File: src/design/isv_pkg.sv
// isv_pkg: shared types, constants and helpers of the input string validator
// holds register indexes, verdict codes, byte patterns and the window match helper
// no dependencies
package isv_pkg;

	localparam int unsigned LENGTH_LIMIT_MAX = 65535;
	localparam int unsigned HIST_DEPTH = 10;
	localparam int unsigned WIN_DEPTH = HIST_DEPTH + 1;
	localparam int unsigned COUNT_W = $clog2(64'(LENGTH_LIMIT_MAX) + 64'd2);
	localparam int unsigned LEN_W = 17;
	localparam int unsigned LIMIT_W = 16;
	localparam int unsigned CFG_IDX_W = 3;
	localparam int unsigned CFG_DATA_W = 64;
	localparam int unsigned MAP_W = 256;
	localparam int unsigned PAT_W = 8 * WIN_DEPTH;

	localparam logic [LIMIT_W-1:0] LIMIT_RESET = 16'd4095;

	localparam logic [PAT_W-1:0] PAT_DOTSLASH = PAT_W'("../");
	localparam logic [PAT_W-1:0] PAT_DOTBACK = PAT_W'("..\\");
	localparam logic [PAT_W-1:0] PAT_SCRIPT = PAT_W'("<script");
	localparam logic [PAT_W-1:0] PAT_JS = PAT_W'("javascript:");
	localparam int unsigned LEN_DOTSLASH = 3;
	localparam int unsigned LEN_DOTBACK = 3;
	localparam int unsigned LEN_SCRIPT = 7;
	localparam int unsigned LEN_JS = 11;

	typedef logic [7:0] byte_t;
	typedef byte_t [HIST_DEPTH-1:0] hist_t;
	typedef byte_t [WIN_DEPTH-1:0] window_t;

	typedef enum logic [CFG_IDX_W-1:0] {
		CFG_LENGTH_LIMIT = 3'd0,
		CFG_CHARSET_EN   = 3'd1,
		CFG_MAP_0        = 3'd2,
		CFG_MAP_1        = 3'd3,
		CFG_MAP_2        = 3'd4,
		CFG_MAP_3        = 3'd5
	} cfg_idx_t;

	typedef enum logic [2:0] {
		VERDICT_VALID     = 3'd0,
		VERDICT_TOO_LONG  = 3'd1,
		VERDICT_EMPTY     = 3'd2,
		VERDICT_BAD_CHAR  = 3'd3,
		VERDICT_TRAVERSAL = 3'd4,
		VERDICT_SCRIPT    = 3'd5
	} verdict_t;

	typedef struct packed {
		logic [LIMIT_W-1:0] length_limit;
		logic               charset_en;
		logic [MAP_W-1:0]   allowed_map;
	} cfg_t;

	typedef struct packed {
		logic traversal;
		logic script;
	} hits_t;

	// window entry k is the byte k places back, entry 0 the current byte
	function automatic logic match_tail(window_t win, logic [PAT_W-1:0] pat,
			int unsigned len);
		logic ok;
		ok = 1'b1;
		for (int unsigned k = 0; k < WIN_DEPTH; k++) begin
			if (k < len && win[k] != pat[8*k +: 8]) begin
				ok = 1'b0;
			end
		end
		return ok;
	endfunction

endpackage

File: src/design/isv_stream_if.sv
// isv_in_if, isv_out_if: valid/ready channels of the input string validator
// depends on isv_pkg for the payload types
interface isv_in_if;
	logic                valid;
	logic                ready;
	logic                kind;
	isv_pkg::byte_t      char_byte;

	modport source (output valid, output kind, output char_byte, input ready);
	modport sink (input valid, input kind, input char_byte, output ready);
endinterface

interface isv_out_if;
	logic                        valid;
	logic                        ready;
	logic [2:0]                  verdict;
	logic [isv_pkg::LEN_W-1:0]   string_length;

	modport source (output valid, output verdict, output string_length, input ready);
	modport sink (input valid, input verdict, input string_length, output ready);
endinterface

File: src/design/isv_cfg_regs.sv
// isv_cfg_regs: configuration registers (length limit, charset enable, allowed map)
// depends on isv_pkg
module isv_cfg_regs (
	input  logic                             clk,
	input  logic                             arst_n,
	input  logic                             cfg_we,
	input  logic [isv_pkg::CFG_IDX_W-1:0]    cfg_index,
	input  logic [isv_pkg::CFG_DATA_W-1:0]   cfg_wdata,
	output isv_pkg::cfg_t                    cfg
);

	logic [isv_pkg::LIMIT_W-1:0] limit_q;
	logic                        enable_q;
	logic [isv_pkg::MAP_W-1:0]   map_q;

	always_ff @(posedge clk or negedge arst_n) begin
		if (!arst_n) begin
			limit_q  <= isv_pkg::LIMIT_RESET;
			enable_q <= 1'b0;
			map_q    <= '0;
		end else if (cfg_we) begin
			case (cfg_index)
				isv_pkg::CFG_LENGTH_LIMIT: limit_q <= cfg_wdata[isv_pkg::LIMIT_W-1:0];
				isv_pkg::CFG_CHARSET_EN:   enable_q <= cfg_wdata[0];
				isv_pkg::CFG_MAP_0:        map_q[0*64 +: 64] <= cfg_wdata;
				isv_pkg::CFG_MAP_1:        map_q[1*64 +: 64] <= cfg_wdata;
				isv_pkg::CFG_MAP_2:        map_q[2*64 +: 64] <= cfg_wdata;
				isv_pkg::CFG_MAP_3:        map_q[3*64 +: 64] <= cfg_wdata;
				default: begin
				end
			endcase
		end
	end

	assign cfg.length_limit = limit_q;
	assign cfg.charset_en   = enable_q;
	assign cfg.allowed_map  = map_q;

endmodule

File: src/design/isv_pattern_det.sv
// isv_pattern_det: matches traversal and script patterns ending at the current byte
// depends on isv_pkg for the patterns and the window match helper
module isv_pattern_det (
	input  isv_pkg::byte_t  cur_byte,
	input  isv_pkg::hist_t  hist,
	output isv_pkg::hits_t  hits
);

	isv_pkg::window_t win;

	always_comb begin
		win[0] = cur_byte;
		for (int unsigned k = 1; k < isv_pkg::WIN_DEPTH; k++) begin
			win[k] = hist[k-1];
		end
	end

	assign hits.traversal =
		isv_pkg::match_tail(win, isv_pkg::PAT_DOTSLASH, isv_pkg::LEN_DOTSLASH) ||
		isv_pkg::match_tail(win, isv_pkg::PAT_DOTBACK, isv_pkg::LEN_DOTBACK);
	assign hits.script =
		isv_pkg::match_tail(win, isv_pkg::PAT_SCRIPT, isv_pkg::LEN_SCRIPT) ||
		isv_pkg::match_tail(win, isv_pkg::PAT_JS, isv_pkg::LEN_JS);

endmodule

File: src/design/input_string_validator.sv
// input_string_validator: top level, input register, string state and verdict register
// depends on isv_pkg, isv_stream_if, isv_cfg_regs, isv_pattern_det
//
// usage:
//   item channel (sink): one beat per string byte (kind 0) or terminator (kind 1).
//   result channel (source): one beat per terminator with the verdict and the
//   byte count, saturating one above the length limit constant.
//   configuration: write cfg_we/cfg_index/cfg_wdata while no string is in flight;
//   index 0 length limit, 1 charset enable, 2..5 allowed map words.
// timing:
//   one item per cycle sustained while no terminator stalls. an accepted item
//   waits in the input register, then updates the string state; a terminator
//   loads the result register as it leaves the input register, raising its result beat.
//   the rate is set by the single state update between the input register and
//   the string state, which takes one item each cycle unless a terminator stalls.
// stall:
//   while a result waits unread, bytes keep flowing; a following terminator
//   waits in the input register, and ready drops only while that register
//   holds a terminator that cannot move on.
// reset:
//   arst_n clears all string state and both valid flags and loads register
//   defaults (limit 4095, charset check off, map all zero).
module input_string_validator (
	input  logic                             clk,
	input  logic                             arst_n,
	isv_in_if.sink                           item,
	isv_out_if.source                        result,
	input  logic                             cfg_we,
	input  logic [isv_pkg::CFG_IDX_W-1:0]    cfg_index,
	input  logic [isv_pkg::CFG_DATA_W-1:0]   cfg_wdata
);

	localparam logic [isv_pkg::COUNT_W-1:0] COUNT_SAT =
		isv_pkg::COUNT_W'(64'(isv_pkg::LENGTH_LIMIT_MAX) + 64'd1);
	localparam logic [isv_pkg::COUNT_W-1:0] LIMIT_CAP =
		isv_pkg::COUNT_W'(isv_pkg::LENGTH_LIMIT_MAX);

	isv_pkg::cfg_t   cfg;
	isv_pkg::hits_t  hits;

	logic            valid_s1;
	logic            kind_s1;
	isv_pkg::byte_t  char_s1;

	isv_pkg::hist_t                hist_q;
	logic [isv_pkg::COUNT_W-1:0]   count_q;
	logic                          bad_q;
	logic                          trav_q;
	logic                          scr_q;

	logic                          out_valid_q;
	isv_pkg::verdict_t             verdict_q;
	logic [isv_pkg::LEN_W-1:0]     length_q;

	logic                          advance;
	logic                          take_item;
	logic                          char_ok;
	logic [isv_pkg::COUNT_W-1:0]   limit_eff;
	isv_pkg::verdict_t             verdict_d;

	isv_cfg_regs u_cfg (
		.clk       (clk),
		.arst_n    (arst_n),
		.cfg_we    (cfg_we),
		.cfg_index (cfg_index),
		.cfg_wdata (cfg_wdata),
		.cfg       (cfg)
	);

	isv_pattern_det u_pat (
		.cur_byte (char_s1),
		.hist     (hist_q),
		.hits     (hits)
	);

	// a byte never blocks; a terminator needs the result register free
	assign advance   = valid_s1 && (!kind_s1 || !out_valid_q || result.ready);
	assign item.ready = !valid_s1 || advance;
	assign take_item = item.valid && item.ready;

	always_ff @(posedge clk or negedge arst_n) begin
		if (!arst_n) begin
			valid_s1 <= 1'b0;
		end else if (item.ready) begin
			valid_s1 <= item.valid;
		end
	end

	always_ff @(posedge clk) begin
		if (take_item) begin
			kind_s1 <= item.kind;
			char_s1 <= item.char_byte;
		end
	end

	assign char_ok = !cfg.charset_en || cfg.allowed_map[char_s1];

	always_comb begin
		if (64'(cfg.length_limit) > 64'(isv_pkg::LENGTH_LIMIT_MAX)) begin
			limit_eff = LIMIT_CAP;
		end else begin
			limit_eff = isv_pkg::COUNT_W'(cfg.length_limit);
		end
	end

	always_comb begin
		if (count_q > limit_eff) begin
			verdict_d = isv_pkg::VERDICT_TOO_LONG;
		end else if (count_q == '0) begin
			verdict_d = isv_pkg::VERDICT_EMPTY;
		end else if (bad_q) begin
			verdict_d = isv_pkg::VERDICT_BAD_CHAR;
		end else if (trav_q) begin
			verdict_d = isv_pkg::VERDICT_TRAVERSAL;
		end else if (scr_q) begin
			verdict_d = isv_pkg::VERDICT_SCRIPT;
		end else begin
			verdict_d = isv_pkg::VERDICT_VALID;
		end
	end

	always_ff @(posedge clk or negedge arst_n) begin
		if (!arst_n) begin
			hist_q  <= '0;
			count_q <= '0;
			bad_q   <= 1'b0;
			trav_q  <= 1'b0;
			scr_q   <= 1'b0;
		end else if (advance) begin
			if (kind_s1) begin
				hist_q  <= '0;
				count_q <= '0;
				bad_q   <= 1'b0;
				trav_q  <= 1'b0;
				scr_q   <= 1'b0;
			end else begin
				hist_q <= {hist_q[isv_pkg::HIST_DEPTH-2:0], char_s1};
				if (count_q != COUNT_SAT) begin
					count_q <= count_q + 1'b1;
				end
				bad_q  <= bad_q || !char_ok;
				trav_q <= trav_q || hits.traversal;
				scr_q  <= scr_q || hits.script;
			end
		end
	end

	always_ff @(posedge clk or negedge arst_n) begin
		if (!arst_n) begin
			out_valid_q <= 1'b0;
		end else if (advance && kind_s1) begin
			out_valid_q <= 1'b1;
		end else if (result.ready) begin
			out_valid_q <= 1'b0;
		end
	end

	always_ff @(posedge clk) begin
		if (advance && kind_s1) begin
			verdict_q <= verdict_d;
			length_q  <= isv_pkg::LEN_W'(count_q);
		end
	end

	assign result.valid         = out_valid_q;
	assign result.verdict       = verdict_q;
	assign result.string_length = length_q;

	// a fresh result beat only follows a terminator leaving the input register
	a_result_from_term: assert property (@(posedge clk) disable iff (!arst_n)
		$rose(out_valid_q) |-> $past(valid_s1 && kind_s1))
		else $error("result beat without terminator");

	// string state is clear right after a terminator
	a_clear_after_term: assert property (@(posedge clk) disable iff (!arst_n)
		(advance && kind_s1) |=> (count_q == '0 && !bad_q && !trav_q && !scr_q
			&& hist_q == '0))
		else $error("string state not cleared");

	// the byte count never passes saturation
	a_count_sat: assert property (@(posedge clk) disable iff (!arst_n)
		count_q <= COUNT_SAT)
		else $error("byte count beyond saturation");

	// ready drops only with a terminator stuck behind an unread result
	a_ready_stall: assert property (@(posedge clk) disable iff (!arst_n)
		!item.ready |-> (valid_s1 && kind_s1 && out_valid_q && !result.ready))
		else $error("input stalled without cause");

	// empty verdict carries zero length
	a_empty_len: assert property (@(posedge clk) disable iff (!arst_n)
		(out_valid_q && verdict_q == isv_pkg::VERDICT_EMPTY) |-> length_q == '0)
		else $error("empty verdict with nonzero length");

endmodule

File: src/flat_wrapper.sv
// flat-port wrapper written by rule: the top's interface ports become plain ports
module input_string_validator_flat 
  (clk, arst_n, cfg_we, cfg_index, cfg_wdata, item_valid, item_kind, item_char_byte, item_ready, result_valid, result_verdict, result_string_length, result_ready);
  isv_in_if item_i ();
  isv_out_if result_i ();
  input  logic clk;
  input  logic arst_n;
  input  logic cfg_we;
  input  logic [isv_pkg::CFG_IDX_W-1:0] cfg_index;
  input  logic [isv_pkg::CFG_DATA_W-1:0] cfg_wdata;
  input wire logic [$bits(item_i.valid)-1:0] item_valid;
  input wire logic [$bits(item_i.kind)-1:0] item_kind;
  input wire logic [$bits(item_i.char_byte)-1:0] item_char_byte;
  output wire logic [$bits(item_i.ready)-1:0] item_ready;
  output wire logic [$bits(result_i.valid)-1:0] result_valid;
  output wire logic [$bits(result_i.verdict)-1:0] result_verdict;
  output wire logic [$bits(result_i.string_length)-1:0] result_string_length;
  input wire logic [$bits(result_i.ready)-1:0] result_ready;
  assign item_i.valid = item_valid;
  assign item_i.kind = item_kind;
  assign item_i.char_byte = item_char_byte;
  assign item_ready = item_i.ready;
  assign result_valid = result_i.valid;
  assign result_verdict = result_i.verdict;
  assign result_string_length = result_i.string_length;
  assign result_i.ready = result_ready;
  input_string_validator u_core (.clk(clk), .arst_n(arst_n), .item(item_i), .result(result_i), .cfg_we(cfg_we), .cfg_index(cfg_index), .cfg_wdata(cfg_wdata));
endmodule
File: config.mk
export PLATFORM = sky130hd
export DESIGN_NAME = input_string_validator_flat
export DESIGN_NICKNAME = d
export VERILOG_FILES = /design/src/design/isv_pkg.sv /design/src/design/isv_stream_if.sv /design/src/design/isv_cfg_regs.sv /design/src/design/isv_pattern_det.sv /design/src/design/input_string_validator.sv /design/src/flat_wrapper.sv
export SDC_FILE = /design/constraint.sdc
export NUM_CORES = 1
export LEC_CHECK = 0
export BUFFER_PORTS_ARGS = -buffer_cell sky130_fd_sc_hd__buf_2
export CAP_MARGIN = 20
export CORE_MARGIN = 3
export CORE_UTILIZATION = 36
export CTS_CLUSTER_DIAMETER = 80
export DETAILED_ROUTE_END_ITERATION = 10
export MAX_ROUTING_LAYER = met4
export PLACE_DENSITY = 0.5
export SLEW_MARGIN = 20
export SYNTH_ARGS = -nofsm -noshare
export SYNTH_HDL_FRONTEND = slang
export SYNTH_HIERARCHICAL = 1
export SYNTH_SLANG_ARGS = --single-unit
File: constraint.sdc
create_clock -name clk -period 2.7 [get_ports clk]
set_clock_uncertainty 0.05 [all_clocks]
set_input_delay 0 -clock clk [delete_from_list [all_inputs] [get_ports clk]]
set_output_delay 0 -clock clk [all_outputs]
set_load 0.01 [all_outputs]
# --- Word level (Yosys, flattened, before mapping) ---
# Index checks and enable logic that the tools add are counted.
totals:
  register_bits: 404
  in_bits: 81
  out_inout_bits: 22
  elab_cells: 125
classes:
  n_addsub: 1
  order_cmp: 2
  n_eq_ne: 28
  mux: 38
  n_reduce_logical: 29
op_table:
  columns: ["cell", "n"]
  rows:
  - ["!= test 8 x 7 -> 1 bit, second input constant", 17]
  - ["two-way mux 80 bit", 1]
  - ["!= test 8 x 6 -> 1 bit, second input constant", 5]
  - ["two-way mux 17 bit", 2]
  - ["two-way mux 1 bit", 30]
  - ["adder 17 x 1 -> 17 bit, second input constant", 1]
  - ["> comparator 17 x 16 -> 1 bit", 1]
  - ["zero test 17 bit", 1]
  - ["!= test 17 bit, second input constant", 1]
  - ["AND reduction 2 bit", 7]
  - ["logical OR 1 bit", 9]
  - ["< comparator 8 x 9 -> 1 bit, second input constant", 1]
  - ["binary-select mux 1 bit (select 8 bit)", 1]
  - ["== test 3 x 2 -> 1 bit, second input constant", 2]
  - ["== test 3 bit, second input constant", 2]
  - ["two-way mux 3 bit", 2]
  - ["zero test 1 bit", 5]
  - ["two-way mux 2 bit", 2]
  - ["nonzero test 2 bit", 2]
  - ["== test 3 x 1 -> 1 bit, second input constant", 1]
  - ["logical AND 1 bit", 3]
  - ["zero test 3 bit", 1]
  - ["OR reduction 3 bit", 1]

# --- Longest topological paths before layout ---
# Gate-level depths: netlist of run 1.
depth:
  word_depth: 15
  ltp_mapped: 11
  mapped_depth_nobuf: 10

# --- Modules after synthesis ---
# The synthesis of run 1 kept the hierarchy.
by_module_without_submodules:
  columns: ["mod", "n_inst", "cells_each", "area_per_inst_um2", "seq_area_each_um2"]
  rows:
  - ["isv_cfg_regs", 1, 582, 10884.2, 6846.6]
  - ["input_string_validator", 1, 547, 7364.6, 3423.3]
  - ["isv_pattern_det", 1, 50, 386.6, 0.0]

# --- Worst setup path after synthesis of run 1 ---
# OpenSTA, ideal clock, no wires.
synth_timing:
  kind: "register -> register"
  start: "reg u_core.char_s1[0]"
  end: "reg u_core.bad_q"
  setup_time_ps: 101
  arrival_time_ps: 2229
  required_time_ps: 2549
  setup_slack_ps: 321
  path_stages_with_launch: 10
  path_buffers: 3
  period_less_slack_ps: 2379
  path_cell_list: "edfxtp_1 > buf_4 > buf_6 > buf_4 > mux4_2 > a22oi_1 > a21oi_1 > a21oi_1 > o2111ai_1 > o32ai_1"
synth_between:
  elab_chain_cells: 6
synth_lines:
  columns: ["item", "line", "text"]
  rows:
  - ["from (decl)", "input_string_validator.sv:43", "isv_pkg::byte_t char_s1;"]
  - ["from (signal assigned)", "input_string_validator.sv:92", "char_s1 <= item.char_byte;"]
  - ["binary-select mux 1 bit (select 8 bit)", "input_string_validator.sv:96", "assign char_ok = !cfg.charset_en || cfg.allowed_map[char_s1];"]
  - ["two-way mux 1 bit (implied by the code)", "input_string_validator.sv:96", null]
  - ["logical OR 1 bit", "input_string_validator.sv:96", null]
  - ["zero test 1 bit", "input_string_validator.sv:141", "bad_q <= bad_q || !char_ok;"]
  - ["logical OR 1 bit", "input_string_validator.sv:141", null]
  - ["two-way mux 1 bit", "input_string_validator.sv:130", "if (kind_s1) begin"]
  - ["to (signal assigned)", "input_string_validator.sv:141", null]
  - ["to (decl)", "input_string_validator.sv:47", "logic bad_q;"]
# No other way between the ends. The select of a mux whose other input is x is not followed.
# A chain may end at the register's enable or synchronous reset.

# --- Worst setup path in the final report of run 1 ---
# Same ends and word-level chain as after synthesis.

==> run metrics, run 1 <==
DRT Pass-1 Iters=5; WL per Instance=21.4 microns; Tcrit/Tclk final=98.4%; top-level I/O count=103; area taken by multi-input logic gates=0.00770 sq mm; area grow syn2layout=21.0%; final hold violations=0; CP Capture Type=register; input/output buffers=102; Total GRT Usage=17.5%; register area share after synthesis=55.1%; setup ws final=0.0423 ns; Compound-Gate Fraction of Synth Area=5.92%; mux share of post-synthesis cell area=27.9%; FMAX=0.376 GHz; initial antenna violation count=3; Synth Area in XOR/XNOR=0.564%; cell taking the most area after synthesis=dfrtp_1; Maximum Capacitance Violations=0; yosys warns=6; Post-Synth Simple-Gate Area=5.26%; ys flop type=dfrtp_1; gr ovfl total=0; Mapped Area=0.0186 sq mm; top cell type's share of synthesized area=48.7%; Final Max Tran Viols=0; clk sinks=404; Post-synth ARST share=92.8%; reg2reg path depth=9; Filler Cell Count=4,587; unrepaired setup endpoints after global routing=true; Required @ worst endpoint=3.12 ns; Max FO, Critical Path=6; WL final=45,300 microns; post-synthesis cell type count=61; HP Class=in2reg; max incr delay on CP=0.48 ns; syn_nets=1,278; gp weighted congestion=0.782; Hold Path Depth=2; Nets=1,507; first-pass GRT wire length=71,800 microns; Seq cells post-synth=404; Die W=234 microns; Longest Clk Path Bufs=3; Core ar.=0.0507 sq mm; post-DP HPWL=29,900 microns; pre-CTS setup slack=-0.0234 ns; Antenna Nets Post-Route=0; CTS tree=done; Pwr Density=747 mW/mm^2; H-tree depth=2; synth top area cells=dfrtp_1, mux2_4, mux2_2, mux4_2, edfxtp_1; 1st-iter DRT viols=721; commonest non-fill, non-tap cell in the layout=dfrtp_1; register clock-pin slew on the reported worst setup and hold paths=0.06 ns; final instance area=0.0225 sq mm; VDD IR max=512 uV; clk_lat worst skew=0.58 ns; number of global-route vias before repair=11,700; Final Power=0.0168 W; starting density of the core=36.8%; largest net degree at the start of global routing=82; placed cell area=0.0201 sq mm; minimum clock period=2.66 ns; register area=0.0103 sq mm; Slew HR=40.6%; Critical-path top delay cell=mux4_2; leakage power=9.93 nW; EDFF count, synth=29; Crit Path Category=reg2reg; area of the die=0.0545 sq mm; row count=82; Residual DRC=0; root buf cell=clkbuf_16; clock buffer count from CTS=46; Worst EP arrival=3.08 ns; status=complete, no violations; fin util=44.5%; vias after detailed routing=11,000; cell count after synthesis=1,179; setup violators final=0; crit start category=register; most frequent cells in the layout=dfrtp_1, mux2_2, mux2_4; Via density=5.19; largest family of logic cells by synthesized area=multiplexers; Worst-Margin Slew=0.886 ns; post-synthesis adder-cell area fraction=1.21%; Syn Area/Cell=15.8 sq um; CP Cell Sequence=buf_6 -> clkbuf_16 -> buf_12 -> mux4_2 -> mux2i_1 -> o22ai_1 -> a2111oi_2 -> nor4_1 -> o32ai_2; Die Ht=234 microns; ratio of cells with drive above 1 in the final layout=41.3%
==> worst max-delay path: cells and delay by family, from the launching register on <==
kind                   cells  cell delay, ns
AOI/OAI and AO/OA          3            0.83
buffers and inverters      3            0.45
muxes                      2            0.70
and+or+nand+nor            1            0.13
DFF                        1            0.40
==> final cells by class <==
cell class                      instances  share of cell area [%]
Antenna cell                            2                  0.0222
Clock buffer                           78                    6.28
Clock inverter                          6                   0.366
Inverter                               25                   0.416
Multi-Input combinational cell        679                    34.1
Sequential cell                       404                    45.5
Tap cell                              672                    3.73
Timing Repair Buffer                  252                    9.51
==> registers in the layout (all words and copies together) (netlist names) <==
signal and flops:
u_core/kind_s1 1, u_core/trav_q 1, u_core/valid_s1 1, u_core/count_q 17, u_core/bad_q 1, u_core/hist_q 80, u_core/result.string_length 17, u_core/result.verdict 3
u_core/char_s1 8, u_core/scr_q 1, u_core/u_cfg/enable_q 1, u_core/u_cfg/limit_q 16, u_core/result.valid 1, u_core/u_cfg/map_q 256
==> repair_timing <==
action | 4_1_cts | 5_1_grt
hold endpoints to repair | 661 | 0
pin swaps | 1 | 3
gates cloned | 0 | 1
hold buffers | 82 | 0
buffers inserted | 4 | 1
endpoints found under the setup margin | 1 | 1
resized for setup | 3 | 14
==> worst paths after layout <==
check,startpoint,endpoint,slack [ns]
min in group asynchronous,arst_n,u_core/hist_q[47],0.40
max reg2reg,u_core/char_s1[0],u_core/bad_q,0.04
max in group asynchronous,arst_n,u_core/u_cfg/map_q[146],1.55
max,u_core/char_s1[0],u_core/bad_q,0.04
min reg2reg,u_core/count_q[0],u_core/result.string_length[0],0.43
min,item_char_byte[4],u_core/char_s1[4],0.12
==> kinds of logic after synthesis <==
| logic type | Yosys count |
|---|---|
| AND/OR/NAND/NOR | 157 |
| adder cells (fa/ha/maj) | 18 |
| flip-flops | 404 |
| AO/OA/AOI/OAI | 141 |
| XOR/XNOR | 12 |
| buffers and inverters | 96 |
| multiplexers | 351 |
==> per-stage QoR <==
step                      TNS (ns)  hold slack (ns)  cells
after floorplan                  0           -0.346   1179
after global placement           0          -0.0145   1944
after detailed placement   -0.0234          -0.0153   1944
after CTS                        0           0.0731   2114
after global routing       -0.0261           0.0929   2118
final                            0            0.116   2118
==> routing by layer <==
layer / GRT usage, % / vias to the layer above / routed length [microns]
met5: - / - / 0
met4: 4.46 / 0 / 974
met3: 3.37 / 68 / 1750
met2: 25.9 / 198 / 20600
met1: 24.9 / 5776 / 22000
li1: - / 4951 / -
==> cell usage after synthesis, types with 3 or more instances <==
library cell	instances
xnor2_1	4
and2_1	3
inv_1	25
nor3_1	11
buf_6	18
a22oi_1	6
dfstp_2	12
a21oi_1	14
nor2b_1	6
o21ai_0	17
mux4_1	10
mux4_2	59
ha_1	18
mux2_2	154
nand4_1	11
a22o_1	81
and4b_1	3
dfrtp_1	363
nor4b_1	10
buf_12	14
mux2i_1	8
nand3_1	10
or3_1	6
nand2b_1	3
clkbuf_1	26
mux2_4	120
o21a_1	4
nor4bb_1	7
nand4b_1	10
edfxtp_1	29
buf_4	3
nor4_1	7
nor2_1	34
buf_2	9
xor2_1	8
a21o_1	5
nand2_1	18
nand3b_1	5
==> power by group <==
group / total, W / switching (W) / internal (W)
logic: 0.00286 / 0.00108 / 0.00178
clock network: 0.00623 / 0.00250 / 0.00374
registers: 0.00775 / 0.000596 / 0.00715
Note: power is estimated with default switching activity, not from simulation.
==> run 2: changes to the inputs <==
--- a/config.mk
+++ b/config.mk
@@ -7,12 +7,15 @@
 export LEC_CHECK = 0
 export BUFFER_PORTS_ARGS = -buffer_cell sky130_fd_sc_hd__buf_2
 export CAP_MARGIN = 20
+export CORE_ASPECT_RATIO = 1.1
 export CORE_MARGIN = 3
 export CORE_UTILIZATION = 36
+export CTS_BUF_LIST = sky130_fd_sc_hd__clkbuf_8
 export CTS_CLUSTER_DIAMETER = 80
 export DETAILED_ROUTE_END_ITERATION = 10
 export MAX_ROUTING_LAYER = met4
 export PLACE_DENSITY = 0.5
+export RECOVER_POWER = 100
 export SLEW_MARGIN = 20
 export SYNTH_ARGS = -nofsm -noshare
 export SYNTH_HDL_FRONTEND = slang
==> run 2 against run 1 <==
  * The run now ends with capacitance limit, slew limit left
  * Flip-flop and latch count stayed put
  * Register-to-register slack improved by 0.04 ns
  * Non-clock buffer count is 6 higher
  * Sequential power down 0.5%
  * Critical endpoint unchanged
  * First-iteration DRC count shrank 15%
  * Wire length grew 1.1%
  * Global-route usage about the same
  * Sequential share of layout area grew 1.6 points
  * Largest power group unchanged
  * Cell area fell by 3.3%
==> run metrics, run 2 (same netlist as run 1, synthesis figures left out) <==
Worst-Margin Slew=1.86 ns; largest net degree at the start of global routing=82; setup ws final=0.0780 ns; CP Capture Type=register; final hold violations=0; ratio of cells with drive above 1 in the final layout=32.4%; Reg-to-Reg Start=u_core/char_s1[0]; Final Non-Filler Cells=2,158; Filler Cell Count=4,667; row count=86; reg2reg path depth=9; Maximum Capacitance Violations=3; HP Class=in2reg; clk_lat worst skew=0.62 ns; clk sinks=404; DRT Pass-1 Iters=5; input/output buffers=102; gp weighted congestion=0.749; area grow syn2layout=17.0%; 1st-iter DRT viols=616; Required @ worst endpoint=3.17 ns; Tcrit/Tclk final=97.1%; Antenna Nets Post-Route=0; number of global-route vias before repair=12,100; Total GRT Usage=17.5%; total length of routed met2 wires=21,700 microns; starting density of the core=36.8%; area taken by multi-input logic gates=0.00723 sq mm; biggest regs=u_core/u_cfg/map_q x256, u_core/hist_q x80; Die W=223 microns; vias after detailed routing=11,100; flop2flop setup slack=0.08 ns; register clock-pin slew on the reported worst setup and hold paths=0.06 ns; Hold Path End=u_core/char_s1[6]; most frequent cells in the layout=dfrtp_1, mux2_2, mux2_1; minimum clock period=2.62 ns; WL final=45,800 microns; Slew HR=-24.3%; CTS tree=done; placed cells=1,927; top-level I/O count=103; commonest non-fill, non-tap cell in the layout=dfrtp_1; Crit Path Category=reg2reg; status=finished, violations left; crit start category=register; unrepaired setup endpoints after global routing=true; Pwr Density=730 mW/mm^2; Residual DRC=0; area of the die=0.0545 sq mm; first-pass GRT wire length=72,600 microns; hold_sp=item_char_byte[6]; FMAX=0.381 GHz; register area=0.0103 sq mm; WL per Instance=21.2 microns; Longest Clk Path Bufs=3; DR top layer=met4; Via density=5.16; fin util=43.0%; H-tree depth=3; Nets=1,541; max FFs per register=256; setup violators final=0; initial antenna violation count=0; Met3 Wirelength=1870 microns; pre-CTS setup slack=-0.00817 ns; Biggest register=u_core/u_cfg/map_q; post-DP HPWL=29,500 microns; failing checks=capacitance limit, slew limit; Max FO, Critical Path=6; VDD IR max=385 uV; Final Max Tran Viols=212; root buf cell=clkbuf_8; leakage power=9.57 nW; clock buffer count from CTS=74; reg2reg end=u_core/bad_q; Die Ht=245 microns; ANT cells=0; Core ar.=0.0507 sq mm; DRT met1 WL=21,400 microns; Worst EP arrival=3.09 ns; Hold Path Depth=2; gr ovfl total=0
run 2: layout make-up:
type	instances	share of cell area, %
clock buffer	94	5.93
timing repair buffer	258	8.80
multi-input combinational	679	33.1
tap	660	3.79
inverter	25	0.430
clock inverter	38	0.798
sequential	404	47.1
run 2: timing repair:
action                                 CTS  global route
gates resized for setup                  1            11
pin swaps                                0             2
endpoints found under the hold margin  658             0
cloned                                   0             3
setup buffers                            0             8
setup endpoints to repair                1             1
hold buffers                            88             0
run 2: worst max-delay path: stages (launching register included):
cell and delay, ns:
edfxtp_1 0.43, buf_12 0.17, buf_12 0.14, buf_4 0.14, mux4_2 0.47, a22o_1 0.28
a221o_1 0.28, a21oi_2 0.16, o2111ai_2 0.12, o32ai_2 0.26
run 2: layer usage:
| layer | vias up | GRT usage, % |
|---|---|---|
| met4 | 0 | 5.61 |
| met2 | 234 | 26.8 |
| met5 | - | - |
| met3 | 68 | 2.80 |
| li1 | 5045 | - |
| met1 | 5778 | 24.0 |
run 2: how the worst max path moves through the flow:
stage	from	end	cells after the start
after global placement	u_core/char_s1[0]	u_core/bad_q	9
final	u_core/char_s1[0]	u_core/bad_q	9
after floorplan	u_core/char_s1[0]	u_core/bad_q	9
after CTS	u_core/char_s1[0]	u_core/bad_q	8
after detailed placement	u_core/char_s1[0]	u_core/bad_q	9
after global routing	u_core/char_s1[0]	u_core/bad_q	10
run 2: where the power goes:
part / switching (W) / internal, W
sequential: 0.000556 / 0.00715
clock: 0.00257 / 0.00313
combinational: 0.00106 / 0.00146
total: 0.00418 / 0.0117
run 2: per-stage QoR:
stage	total power [W]	hold WS (ns)	instance area, sq um	setup TNS [ns]
2_1_floorplan	0.00963	-0.346	18600	0
3_3_place_gp	0.0105	-0.0460	19900	0
3_5_place_dp	0.0106	-0.0428	19900	-0.00817
4_1_cts	0.0165	0.00530	22300	0
5_1_grt	0.0168	0.0311	21800	-0.0304
6_report	0.0159	0.0629	21800	0
